$ cat config.mk
export PLATFORM = sky130hd
export DESIGN_NAME = gamepad_change_reporter_unit
export DESIGN_NICKNAME = d
export VERILOG_FILES = /design/src/rtl/gcr_pkg.sv /design/src/rtl/gamepad_change_reporter_unit.sv /design/src/rtl/gcr_pad_store.sv /design/src/rtl/gcr_msg_ser.sv
export VERILOG_INCLUDE_DIRS = /design/src /design/src/rtl
export SDC_FILE = /design/constraint.sdc
export NUM_CORES = 1
export LEC_CHECK = 0
export BUFFER_PORTS_ARGS = -buffer_cell sky130_fd_sc_hd__buf_2
export CAP_MARGIN = 40
export CORE_ASPECT_RATIO = 0.75
export CORE_MARGIN = 8
export CORE_UTILIZATION = 35
export DETAILED_ROUTE_END_ITERATION = 8
export GPL_TIMING_DRIVEN = 0
export PLACE_DENSITY = 0.6
export SYNTH_ARGS = -nofsm -noshare
export SYNTH_HDL_FRONTEND = slang
export SYNTH_HIERARCHICAL = 1
export SYNTH_SLANG_ARGS = --single-unit
$ cat constraint.sdc
create_clock -name i_clk -period 27.7 [get_ports i_clk]
set_input_delay 4.155 -clock i_clk [delete_from_list [all_inputs] [get_ports i_clk]]
set_output_delay 4.155 -clock i_clk [all_outputs]
set_load 0.005 [all_outputs]
$ cat src/rtl/gamepad_change_reporter_unit_defines.svh
// Assertion macros for the gamepad change reporter.
// Included by the RTL files that carry concurrent checks; no dependencies.
`ifndef GAMEPAD_CHANGE_REPORTER_UNIT_DEFINES_SVH
`define GAMEPAD_CHANGE_REPORTER_UNIT_DEFINES_SVH

`ifndef SYNTHESIS
// Clocked check, disabled while reset is low.
`define GCR_ASSERT(lbl, clk, rst_n, prop) \
    lbl: assert property (@(posedge clk) disable iff (!(rst_n)) (prop)) \
        else $error("gcr assertion failed");
// Clocked check that also holds during reset.
`define GCR_ASSERT_ALWAYS(lbl, clk, prop) \
    lbl: assert property (@(posedge clk) (prop)) \
        else $error("gcr assertion failed");
`else
`define GCR_ASSERT(lbl, clk, rst_n, prop)
`define GCR_ASSERT_ALWAYS(lbl, clk, prop)
`endif

`endif

$ cat src/rtl/gcr_pkg.sv
// Shared types, constants and the message packing function of the gamepad
// change reporter. No dependencies.
package gcr_pkg;

    localparam int MSG_LEN  = 13;
    localparam int MSG_BITS = MSG_LEN * 8;
    localparam int CNT_W    = 4;
    localparam logic [CNT_W-1:0] LAST_IDX = CNT_W'(MSG_LEN - 1);
    localparam logic [15:0] THRESH_RESET = 16'd2000;

    // one sample, buttons in the low bits (matches the input word layout)
    typedef struct packed {
        logic signed [15:0] ry;
        logic signed [15:0] rx;
        logic signed [15:0] ly;
        logic signed [15:0] lx;
        logic [7:0]         rt;
        logic [7:0]         lt;
        logic [15:0]        buttons;
    } t_sample;

    // byte 0 of the report sits in the low byte; 16-bit fields big-endian
    function automatic logic [MSG_BITS-1:0] build_msg(logic [1:0] idx, t_sample s);
        logic [MSG_BITS-1:0] m;
        m = {s.ry[7:0], s.ry[15:8], s.rx[7:0], s.rx[15:8],
             s.ly[7:0], s.ly[15:8], s.lx[7:0], s.lx[15:8],
             s.rt, s.lt, s.buttons[7:0], s.buttons[15:8], {6'd0, idx}};
        return m;
    endfunction

endpackage

$ cat src/rtl/gamepad_change_reporter_unit.sv
// Top level of the gamepad change reporter: input register, threshold
// register, pad store and report serializer. Depends on gcr_pkg.
//
// Each sample word is taken into an input register and compared combinationally
// against the stored sample of its controller. Samples that are absent, out
// of range or unchanged are dropped without waiting, so such words can enter
// every cycle. A changed sample updates the store and loads a 13-byte report
// into the serializer, which sends one byte per cycle while the receiver is
// ready, with tlast on the thirteenth; the input register waits only while a
// previous report is still being sent, so reports can stream back to back. The
// threshold register resets to 2000 and the store to all zero.
module gamepad_change_reporter_unit #(
    parameter int NUM_PADS = 4
) (
    input  logic        i_clk,
    input  logic        i_rst_n,
    input  logic        i_cfg_we,
    input  logic [15:0] i_cfg_wdata,
    input  logic        i_s_axis_tvalid,
    output logic        o_s_axis_tready,
    // buttons[15:0], left_trigger[23:16], right_trigger[31:24], left_x[47:32],
    // left_y[63:48], right_x[79:64], right_y[95:80]
    input  logic [95:0] i_s_axis_tdata,
    // pad_index[1:0], present[2]
    input  logic [2:0]  i_s_axis_tuser,
    output logic        o_m_axis_tvalid,
    input  logic        i_m_axis_tready,
    // msg_byte[7:0]
    output logic [7:0]  o_m_axis_tdata,
    output logic        o_m_axis_tlast
);
    import gcr_pkg::*;

    logic [15:0] r_threshold;
    logic        r_in_valid;
    logic [1:0]  r_idx;
    logic        r_present;
    t_sample     r_sample;

    logic in_range;
    logic changed;
    logic ser_free;
    logic report;
    logic consume;
    logic load;
    logic in_fire;

    assign report  = r_present && in_range && changed;
    assign consume = r_in_valid && (!report || ser_free);
    assign load    = r_in_valid && report && ser_free;
    assign o_s_axis_tready = !r_in_valid || consume;
    assign in_fire = i_s_axis_tvalid && o_s_axis_tready;

    always_ff @(posedge i_clk) begin
        if (!i_rst_n) begin
            r_threshold <= THRESH_RESET;
        end else if (i_cfg_we) begin
            r_threshold <= i_cfg_wdata;
        end
    end

    always_ff @(posedge i_clk) begin
        if (!i_rst_n) begin
            r_in_valid <= 1'b0;
        end else if (in_fire) begin
            r_in_valid <= 1'b1;
        end else if (consume) begin
            r_in_valid <= 1'b0;
        end
    end

    always_ff @(posedge i_clk) begin
        if (in_fire) begin
            r_idx     <= i_s_axis_tuser[1:0];
            r_present <= i_s_axis_tuser[2];
            r_sample  <= t_sample'(i_s_axis_tdata);
        end
    end

    gcr_pad_store #(
        .NUM_PADS (NUM_PADS)
    ) u_store (
        .i_clk      (i_clk),
        .i_rst_n    (i_rst_n),
        .i_idx      (r_idx),
        .i_sample   (r_sample),
        .i_thresh   (r_threshold),
        .i_we       (load),
        .o_in_range (in_range),
        .o_changed  (changed)
    );

    gcr_msg_ser u_ser (
        .i_clk   (i_clk),
        .i_rst_n (i_rst_n),
        .i_load  (load),
        .i_msg   (build_msg(r_idx, r_sample)),
        .i_ready (i_m_axis_tready),
        .o_free  (ser_free),
        .o_valid (o_m_axis_tvalid),
        .o_data  (o_m_axis_tdata),
        .o_last  (o_m_axis_tlast)
    );

endmodule

$ cat src/rtl/gcr_pad_store.sv
// Per-controller store of the last reported sample and the change detector.
// Depends on gcr_pkg.
module gcr_pad_store #(
    parameter int NUM_PADS = 4
) (
    input  logic             i_clk,
    input  logic             i_rst_n,
    input  logic [1:0]       i_idx,
    input  gcr_pkg::t_sample i_sample,
    input  logic [15:0]      i_thresh,
    input  logic             i_we,
    output logic             o_in_range,
    output logic             o_changed
);
    import gcr_pkg::*;

    t_sample r_pads [NUM_PADS];
    t_sample stored;

    // |a - b| > thr on a 17-bit difference, so no overflow
    function automatic logic axis_moved(logic [15:0] a, logic [15:0] b, logic [15:0] thr);
        logic [16:0] d;
        logic [16:0] mag;
        d   = {a[15], a} - {b[15], b};
        mag = d[16] ? (~d + 17'd1) : d;
        return mag > {1'b0, thr};
    endfunction

    always_comb begin
        stored     = '0;
        o_in_range = 1'b0;
        for (int k = 0; k < NUM_PADS; k++) begin
            if (int'(i_idx) == k) begin
                stored     = r_pads[k];
                o_in_range = 1'b1;
            end
        end
    end

    assign o_changed = (stored.buttons != i_sample.buttons) ||
                       (stored.lt != i_sample.lt) || (stored.rt != i_sample.rt) ||
                       axis_moved(stored.lx, i_sample.lx, i_thresh) ||
                       axis_moved(stored.ly, i_sample.ly, i_thresh) ||
                       axis_moved(stored.rx, i_sample.rx, i_thresh) ||
                       axis_moved(stored.ry, i_sample.ry, i_thresh);

    always_ff @(posedge i_clk) begin
        if (!i_rst_n) begin
            for (int k = 0; k < NUM_PADS; k++) begin
                r_pads[k] <= '0;
            end
        end else if (i_we) begin
            for (int k = 0; k < NUM_PADS; k++) begin
                if (int'(i_idx) == k) begin
                    r_pads[k] <= i_sample;
                end
            end
        end
    end

endmodule

$ cat src/rtl/gcr_msg_ser.sv
// Report serializer: holds one 13-byte message and sends it a byte per cycle while i_ready is high.
// Depends on gcr_pkg and the assertion macro header.
`include "gamepad_change_reporter_unit_defines.svh"

module gcr_msg_ser (
    input  logic                         i_clk,
    input  logic                         i_rst_n,
    input  logic                         i_load,
    input  logic [gcr_pkg::MSG_BITS-1:0] i_msg,
    input  logic                         i_ready,
    output logic                         o_free,
    output logic                         o_valid,
    output logic [7:0]                   o_data,
    output logic                         o_last
);
    import gcr_pkg::*;

    logic                r_valid;
    logic [CNT_W-1:0]    r_cnt;
    logic [MSG_BITS-1:0] r_buf;
    logic                at_last;

    assign at_last = (r_cnt == LAST_IDX);
    // free now, or the last word leaves at this edge
    assign o_free  = !r_valid || (i_ready && at_last);
    assign o_valid = r_valid;
    assign o_data  = r_buf[7:0];
    assign o_last  = at_last;

    always_ff @(posedge i_clk) begin
        if (!i_rst_n) begin
            r_valid <= 1'b0;
            r_cnt   <= '0;
        end else if (i_load) begin
            r_valid <= 1'b1;
            r_cnt   <= '0;
        end else if (r_valid && i_ready) begin
            if (at_last) begin
                r_valid <= 1'b0;
            end else begin
                r_cnt <= r_cnt + 1'b1;
            end
        end
    end

    always_ff @(posedge i_clk) begin
        if (i_load) begin
            r_buf <= i_msg;
        end else if (r_valid && i_ready) begin
            r_buf <= r_buf >> 8;
        end
    end

    `GCR_ASSERT(a_cnt_range, i_clk, i_rst_n, r_valid |-> (r_cnt <= LAST_IDX))
    `GCR_ASSERT(a_load_free, i_clk, i_rst_n, i_load |-> o_free)
    `GCR_ASSERT(a_no_gap, i_clk, i_rst_n, (r_valid && i_ready && !at_last) |=> r_valid)

endmodule

==> run metrics, run 1 <==
Final Net Count 2840; global routing's busiest layer met2; total grt overflow 0; actual slew at the worst max-slew pin between 0.9 and 1 ns; Fmax 75.2 MHz; Fillers between 8000 and 9000; clk_lat worst skew 0.62 ns; vias in the first global route 21400; Worst Hold Depth 2; post-route antenna net violation count 0; clock sink count 609; multi-input logic area about 0.012 sq mm; setup violators final 0; post-synthesis adder-cell area fraction 0.0559; Async S/R FF share, synth 0; Die X 362 um; M2 GR Usage 0.274; Compound-Gate Fraction of Synth Area 0.0593; Placer Congestion 0.903; most numerous cell in the Yosys netlist edfxtp_1; xor and xnor area share after synthesis 0.0354; cell family with most CP delay compound AO/OA/AOI/OAI gates; Worst setup EP type primary output; num ports 131; Post-DP HPWL 68200 um; reg2reg start r_idx[1]$_DFFE_PP_; Synth-to-Final Area Change 16.4%; share of post-route cells with drive strength above 1 0.190; EDFF count, synth 587; max-cap violation count 0; final hold vios 0; multiplexer share of the synthesized area 0.112; pin count of the biggest net entering global routing 62; clk root buf clkbuf_16; pre-CTS WS between 15 and 20 ns; number of CTS-inserted buffers 67; WL final a little over 90000 um; DRT iter0 DRCs 2314; CP required 23.55 ns; Critical Path AT 9.15 ns; Clock Path Buffers 3; first-pass GRT wire length 138000 um; unrepaired setup endpoints after global routing false; CORE AREA 0.0893 sq mm; most frequent CP cell clkbuf_1; CP max FO 10; grt met1 use 0.263; Starting Density 0.352; cells after synthesis 2344; HP Start r_threshold[4]$_SDFFE_PN1P_; clk_skew 0.0308 ns; cell area power density 66.5 mW/mm^2; mean routed wirelength per cell 24.3 um; Synth area leaders edfxtp_1 (56%), mux4_2 (6.9%), ha_1 (5.3%), and2_1 (3.1%), mux2_2 (2.8%); met3 global-route usage 0.0464; simple-gate share of the synthesized area 0.128; clk slew on worst S/H paths 0.06 ns; post_cts resized 0; drt first pass iters 7; # port buffers 129; Worst Hold Class reg2reg; Slew Viols, Final 0; hold buffer count at CTS 0; leak pwr 0.0132 uW; GRT Resource Usage Total 0.183; status finished clean; Worst setup SP type flop; die area 0.0997 sq mm; Synth top area share 0.561; DRC 0; fin crit share 0.480; Post-synth top cells edfxtp_1 (587), and2_1 (156), nor3_1 (149); Netlist cell types 90; Mapped Area 0.0314 sq mm; Die H 275 um; FF-to-FF path depth 31; synthesis-stage register bit count 609; CTS H-tree lvls 3; Slowest cell on crit path clkbuf_1; Via Count roughly 21000; max incr delay on CP 0.69 ns; synth warn 6; max_slew headroom 0.374; DR vias/cell 5.55; Reg2Reg Capture Point u_store/r_pads[0][88]$_SDFFCE_PN0P_; main combinational cell family by area after synthesis simple AND/OR/NAND/NOR gates; Worst Hold Endpoint r_threshold[4]$_SDFFE_PN1P_; TNS Setup 0 ns; sequential share of the synthesized area 0.575; worst setup path class reg2out; register area 0.0181 sq mm; Yosys top cell by area edfxtp_1; r2r setup slk 17.12 ns; Worst Path Buf+Inv 6; Core Rows 95; final worst setup slack 14.40 ns; initial antenna violation count 3; mean post-synth cell area 13.4 sq um; Post-synth top flop edfxtp_1; minimum clock period between 10 and 15 ns; # Post-CTS Setup Buffers 0; VDD IR max 44.9 uV; CTS tree done
[worst min-delay path: cells and delay by family, from the launching register on]
| kind | cells | cell delay, ns |
|---|---|---|
| mux | 1 | 0.07 |
| simple gates | 1 | 0.06 |
| flops | 1 | 0.32 |
[routing by layer]
| layer | vias to the layer above | share of wire |
|---|---|---|
| met5 | - | 0.00014 |
| met4 | 2 | 0.024 |
| met3 | 137 | 0.093 |
| met2 | 1007 | 0.43 |
| met1 | 10700 | 0.45 |
| li1 | 9467 | - |
[metrics by stage]
stage / instances / hold slack (ns) / total power, uW / instance area [sq um] / utilization
after global placement: 3690 / 0.452 / 1530 / 33600 / 0.376
after CTS: 3845 / 0.479 / 2450 / 36600 / 0.409
after detailed placement: 3725 / 0.464 / 1540 / 34300 / 0.385
after floorplan: 2349 / 0.441 / 1400 / 31400 / -
final: 3846 / 0.473 / 2430 / 36600 / 0.409
after global routing: 3845 / 0.514 / 2530 / 36600 / 0.409
[power breakdown]
part	internal [uW]	switching [uW]
Sequential	1050	22.4
Combinational	186	268
Clock	529	374
Total	1760	665
[how the worst max path moves through the flow]
stage / startpoint / to / slack, ns / cells after the start
after floorplan: r_idx[0]$_DFFE_PP_ / u_store/r_pads[0][0]$_SDFFCE_PN0P_ / 14.35 / 29
after global placement: r_idx[0]$_DFFE_PP_ / u_store/r_pads[2][21]$_SDFFCE_PN0P_ / 5.81 / 29
after detailed placement: r_idx[1]$_DFFE_PP_ / o_s_axis_tready / 15.15 / 28
after CTS: r_idx[1]$_DFFE_PP_ / o_s_axis_tready / 14.42 / 28
after global routing: r_idx[1]$_DFFE_PP_ / o_s_axis_tready / 14.03 / 28
final: r_idx[1]$_DFFE_PP_ / o_s_axis_tready / 14.40 / 28
[placed cells by master, fill, tap and decap left out, types with 24 or more instances in the layout]
| master | n |
|---|---|
| nand2_1 | 61 |
| xnor2_1 | 82 |
| o21ai_1 | 24 |
| clkbuf_1 | 110 |
| ha_1 | 134 |
| nor2b_1 | 30 |
| mux2_2 | 77 |
| a21oi_1 | 75 |
| clkbuf_16 | 68 |
| nand4_1 | 27 |
| nor4_1 | 134 |
| mux4_2 | 96 |
| and2_1 | 156 |
| a21o_1 | 25 |
| xor2_1 | 43 |
| o21ai_0 | 24 |
| nand3_1 | 24 |
| nor2_1 | 93 |
| buf_2 | 145 |
| edfxtp_1 | 587 |
| nor3_1 | 149 |
| inv_1 | 110 |
[layout make-up]
type / count / area share
inverter: 112 / 0.0115
clock inverter: 40 / 0.0130
tap: 1212 / 0.0415
sequential: 609 / 0.494
timing repair buffer: 164 / 0.0364
multi-input combinational: 1489 / 0.338
antenna: 1 / 0.0000685
buffer: 139 / 0.0171
clock buffer: 80 / 0.0478
[state kept, by name, summed over array words and instances, names as in the netlist]
signal          count
r_idx               2
r_in_valid          1
r_present           1
r_sample           96
r_threshold        16
u_ser/o_valid       1
u_ser/r_buf       104
u_ser/r_cnt         4
u_store/r_pads    384
[cells by family (layout without fill, tap and decap cells)]
| family | count (synthesis) | after routing |
|---|---|---|
| AO/OA/AOI/OAI | 275 | 275 |
| XOR/XNOR | 126 | 126 |
| adder cells (fa/ha/maj) | 138 | 138 |
| buffers and inverters | 251 | 535 |
| flip-flops | 609 | 609 |
| multiplexers | 212 | 212 |
| other | 2 | 8 |
| AND/OR/NAND/NOR | 731 | 731 |
Power figures use the tool's default switching activity.
==> inputs of run 2 (changes only) <==
--- a/config.mk
+++ b/config.mk
@@ -6,6 +6,7 @@
 export SDC_FILE = /design/constraint.sdc
 export NUM_CORES = 1
 export LEC_CHECK = 0
+export ABC_AREA = 1
 export BUFFER_PORTS_ARGS = -buffer_cell sky130_fd_sc_hd__buf_2
 export CAP_MARGIN = 40
 export CORE_ASPECT_RATIO = 0.75
@@ -13,7 +14,7 @@
 export CORE_UTILIZATION = 35
 export DETAILED_ROUTE_END_ITERATION = 8
 export GPL_TIMING_DRIVEN = 0
-export PLACE_DENSITY = 0.6
+export PLACE_DENSITY = 0.62
 export SYNTH_ARGS = -nofsm -noshare
 export SYNTH_HDL_FRONTEND = slang
 export SYNTH_HIERARCHICAL = 1
==> constraint.sdc (replaced) <==
create_clock -name i_clk -period 11.1 [get_ports i_clk]
set_input_delay 1.665 -clock i_clk [delete_from_list [all_inputs] [get_ports i_clk]]
set_output_delay 1.665 -clock i_clk [all_outputs]
set_load 0.005 [all_outputs]
==> run metrics, run 2 <==
Fmax 97.8 MHz; FF-to-FF path depth 46 (+48%); WL final 94900 um (+1.5%); most numerous cell in the Yosys netlist nand2_1; most frequent cells in the layout nand2_1 (927), edfxtp_1 (587), nor2_1 (558); vias in the first global route 22900 (+6.7%); initial antenna violation count 2 (-1); worst setup path class reg2out; Netlist cell types 48 (-47%); first-pass GRT wire length 141000 um (+2.3%); CTS H-tree lvls 2 (-1); synth warn 6 (unchanged); Slew Viols, Final 0 (unchanged); Synth top area share 0.563 (+0.00220); Core Util, Final 0.403 (-0.00659); post_cts resized 0 (unchanged); CP max FO 10 (unchanged); cell area power density 162 mW/mm^2 (+140%); # port buffers 130 (+0.78%); clk root buf clkbuf_16; post-route antenna net violation count 0 (unchanged); total grt overflow 0 (unchanged); clk slew on worst S/H paths 0.07 ns (about the same); Slowest cell on crit path buf_1; power share of the combinational group 0.192 (+0.005); CP required 9.44 ns (-14.11 ns); Post-DP HPWL 69500 um (+1.8%); minimum clock period a little over 10 ns; clock sink count 609 (unchanged); Switching Share 0.290 (+0.0168); DRT iter0 DRCs 2924 (+26%); max-cap violation count 0 (unchanged); status finished clean; final worst setup slack 0.879 ns (-13.52 ns); DR vias/cell 5.17 (-6.8%); Worst Hold Depth 2 (unchanged); setup violators final 0 (unchanged); hold buffer count at CTS 0 (unchanged); DRC 0 (unchanged); Worst Hold Class reg2reg; pre-CTS WS 1.72 ns (-13.43 ns); max reg flops 384 (unchanged); most common cell after layout, fill and taps aside nand2_1; max_slew headroom 0.386 (+0.0123); Synth-to-Final Area Change 14.7%; GRT Resource Usage Total 0.185 (+0.00238); die area 0.0993 sq mm (-0.37%); synthesis-stage register bit count 609 (unchanged); Yosys top cell by area edfxtp_1; # Post-CTS Setup Buffers 0 (unchanged); Die X 361 um (-0.19%); Placer Congestion 0.897 (-0.70%); fin crit share 0.921; Clock Path Buffers 3 (unchanged); sequential share of the synthesized area 0.578 (+0.00226); drt first pass iters 7 (unchanged); VDD IR max 153 uV (+240%); Async S/R FF share, synth 0 (unchanged); num ports 131 (unchanged); Flop pwr share 0.458 (+0.017); number of CTS-inserted buffers 60 (-10%); Antenna diodes 0 (-1); EDFF count, synth 587 (unchanged); Core Rows 95 (unchanged); mean post-synth cell area 9.32 sq um (-30%); Worst Path Buf+Inv 10 (+4); Post-synth top cells nand2_1 (930), edfxtp_1 (587), nor2_1 (559); final hold vios 0 (unchanged); Inst Count DP 4677 (+26%); actual slew at the worst max-slew pin 0.921 ns (-0.0149 ns); cells after synthesis 3357 (+43%); CTS tree done; top flop regs u_store/r_pads x384, u_ser/r_buf x104, r_sample x96; CORE AREA 0.0890 sq mm (-0.27%); Starting Density 0.351 (-0.000438); pin count of the biggest net entering global routing 46 (-26%); mean routed wirelength per cell 19.8 um (-18%); Synth area leaders edfxtp_1 (56%), nand2_1 (11%), nor2_1 (6.7%), ha_1 (5.4%), inv_1 (3.6%); Non-Filler Instances 4787 (+24%); most frequent CP cell nand2_1; TNS Setup 0 ns (unchanged); Post-synth top flop edfxtp_1; max incr delay on CP 0.74 ns (+0.05 ns); critical path depth 41 (+46%); unrepaired setup endpoints after global routing false; Worst setup EP type primary output; leak pwr 0.0157 uW (+18%); clk_lat worst skew 0.66 ns (+0.04 ns); total power 5810 uW (+140%); cell family with most CP delay buffers and inverters; Final Net Count 3833 (+35%); Critical Path AT 8.56 ns (-0.59 ns); Die H 275 um (-0.18%); Sw Pwr 1690 uW (+150%); Via Count 24700 (+16%); P_int 4120 uW (+130%); Top reg by flops u_store/r_pads; Mapped Area 0.0313 sq mm (-0.39%); clk_skew 0.0424 ns (+0.0116 ns); Clk pwr share 0.351 (-0.021); Worst setup SP type flop; share of post-route cells with drive strength above 1 0.0878 (-0.103)
run 2: changes by cell type after synthesis, sizes merged, moves of 134 or more:
cell | previous run | this run
nand2 | 62 | 932
nor2 | 93 | 562
inv | 111 | 300
and2 | 156 | 7
o21ai | 52 | 197
nor3 | 149 | 6
nor4 | 134 | 0
run 2: cell families (layout without fill, tap and decap cells):
logic type | after synthesis | in the layout | share of synthesized area
and+or+nand+nor | 1713 | 1713 | 0.219
DFF | 609 | 609 | 0.578
buffers and inverters | 431 | 692 | 0.0565
AOI/OAI and AO/OA | 399 | 399 | 0.0726
adders and majority gates | 138 | 138 | 0.0562
xor gates and xnor gates | 65 | 65 | 0.0182
other | 2 | 7 | 0.000240
run 2: worst paths after layout:
check / to / from / slack (ns)
worst max register to register: u_store/r_pads[0][87]$_SDFFCE_PN0P_ / r_idx[0]$_DFFE_PP_ / 1.61
worst max-delay path: o_s_axis_tready / r_idx[0]$_DFFE_PP_ / 0.88
worst min register to register: r_threshold[7]$_SDFFE_PN1P_ / r_threshold[7]$_SDFFE_PN1P_ / 0.46
worst min-delay path: r_threshold[7]$_SDFFE_PN1P_ / r_threshold[7]$_SDFFE_PN1P_ / 0.46
run 2: worst register-to-register path, delay by kind of cell (launching register included):
| family | cells | cell delay, ns |
|---|---|---|
| buffers and inverters | 12 | 4.08 |
| AOI/OAI and AO/OA | 3 | 0.82 |
| xor gates and xnor gates | 1 | 0.15 |
| and+or+nand+nor | 28 | 2.88 |
| DFF | 1 | 0.56 |
| adders and majority gates | 2 | 0.74 |
run 2: cell type report:
type                    count  area, sq um
repair buffers            151         1110
well taps                1164         1460
plain buffers             129          631
inverters                 302         1140
fillers                  8724        53200
clock inverters            39          383
clock buffers              71         1560
multi-input cells        2322        11500
flip-flops and latches    609        18100
run 2: power groups by stage:
stage	combinational [uW]	clock, uW	sequential [uW]
after floorplan	775	0	2700
after global placement	1060	0	2740
after detailed placement	1100	0	2710
after CTS	1100	2070	2660
after global routing	1270	2160	2670
final	1110	2040	2660
run 2: per-stage QoR:
| step | hold slack, ns | cell area [sq um] |
|---|---|---|
| after floorplan | 0.429 | 31300 |
| after global placement | 0.443 | 33400 |
| after detailed placement | 0.448 | 33900 |
| after CTS | 0.464 | 35900 |
| after global routing | 0.493 | 35900 |
| final | 0.459 | 35900 |
run 2: metal layers:
| layer | GRT usage | vias to the layer above | share of wire |
|---|---|---|---|
| met3 | 0.0400 | 110 | 0.11 |
| met5 | 0 | - | 0.00017 |
| met4 | 0.0423 | 2 | 0.021 |
| met1 | 0.279 | 11800 | 0.46 |
| met2 | 0.270 | 1109 | 0.41 |
| li1 | - | 11700 | - |
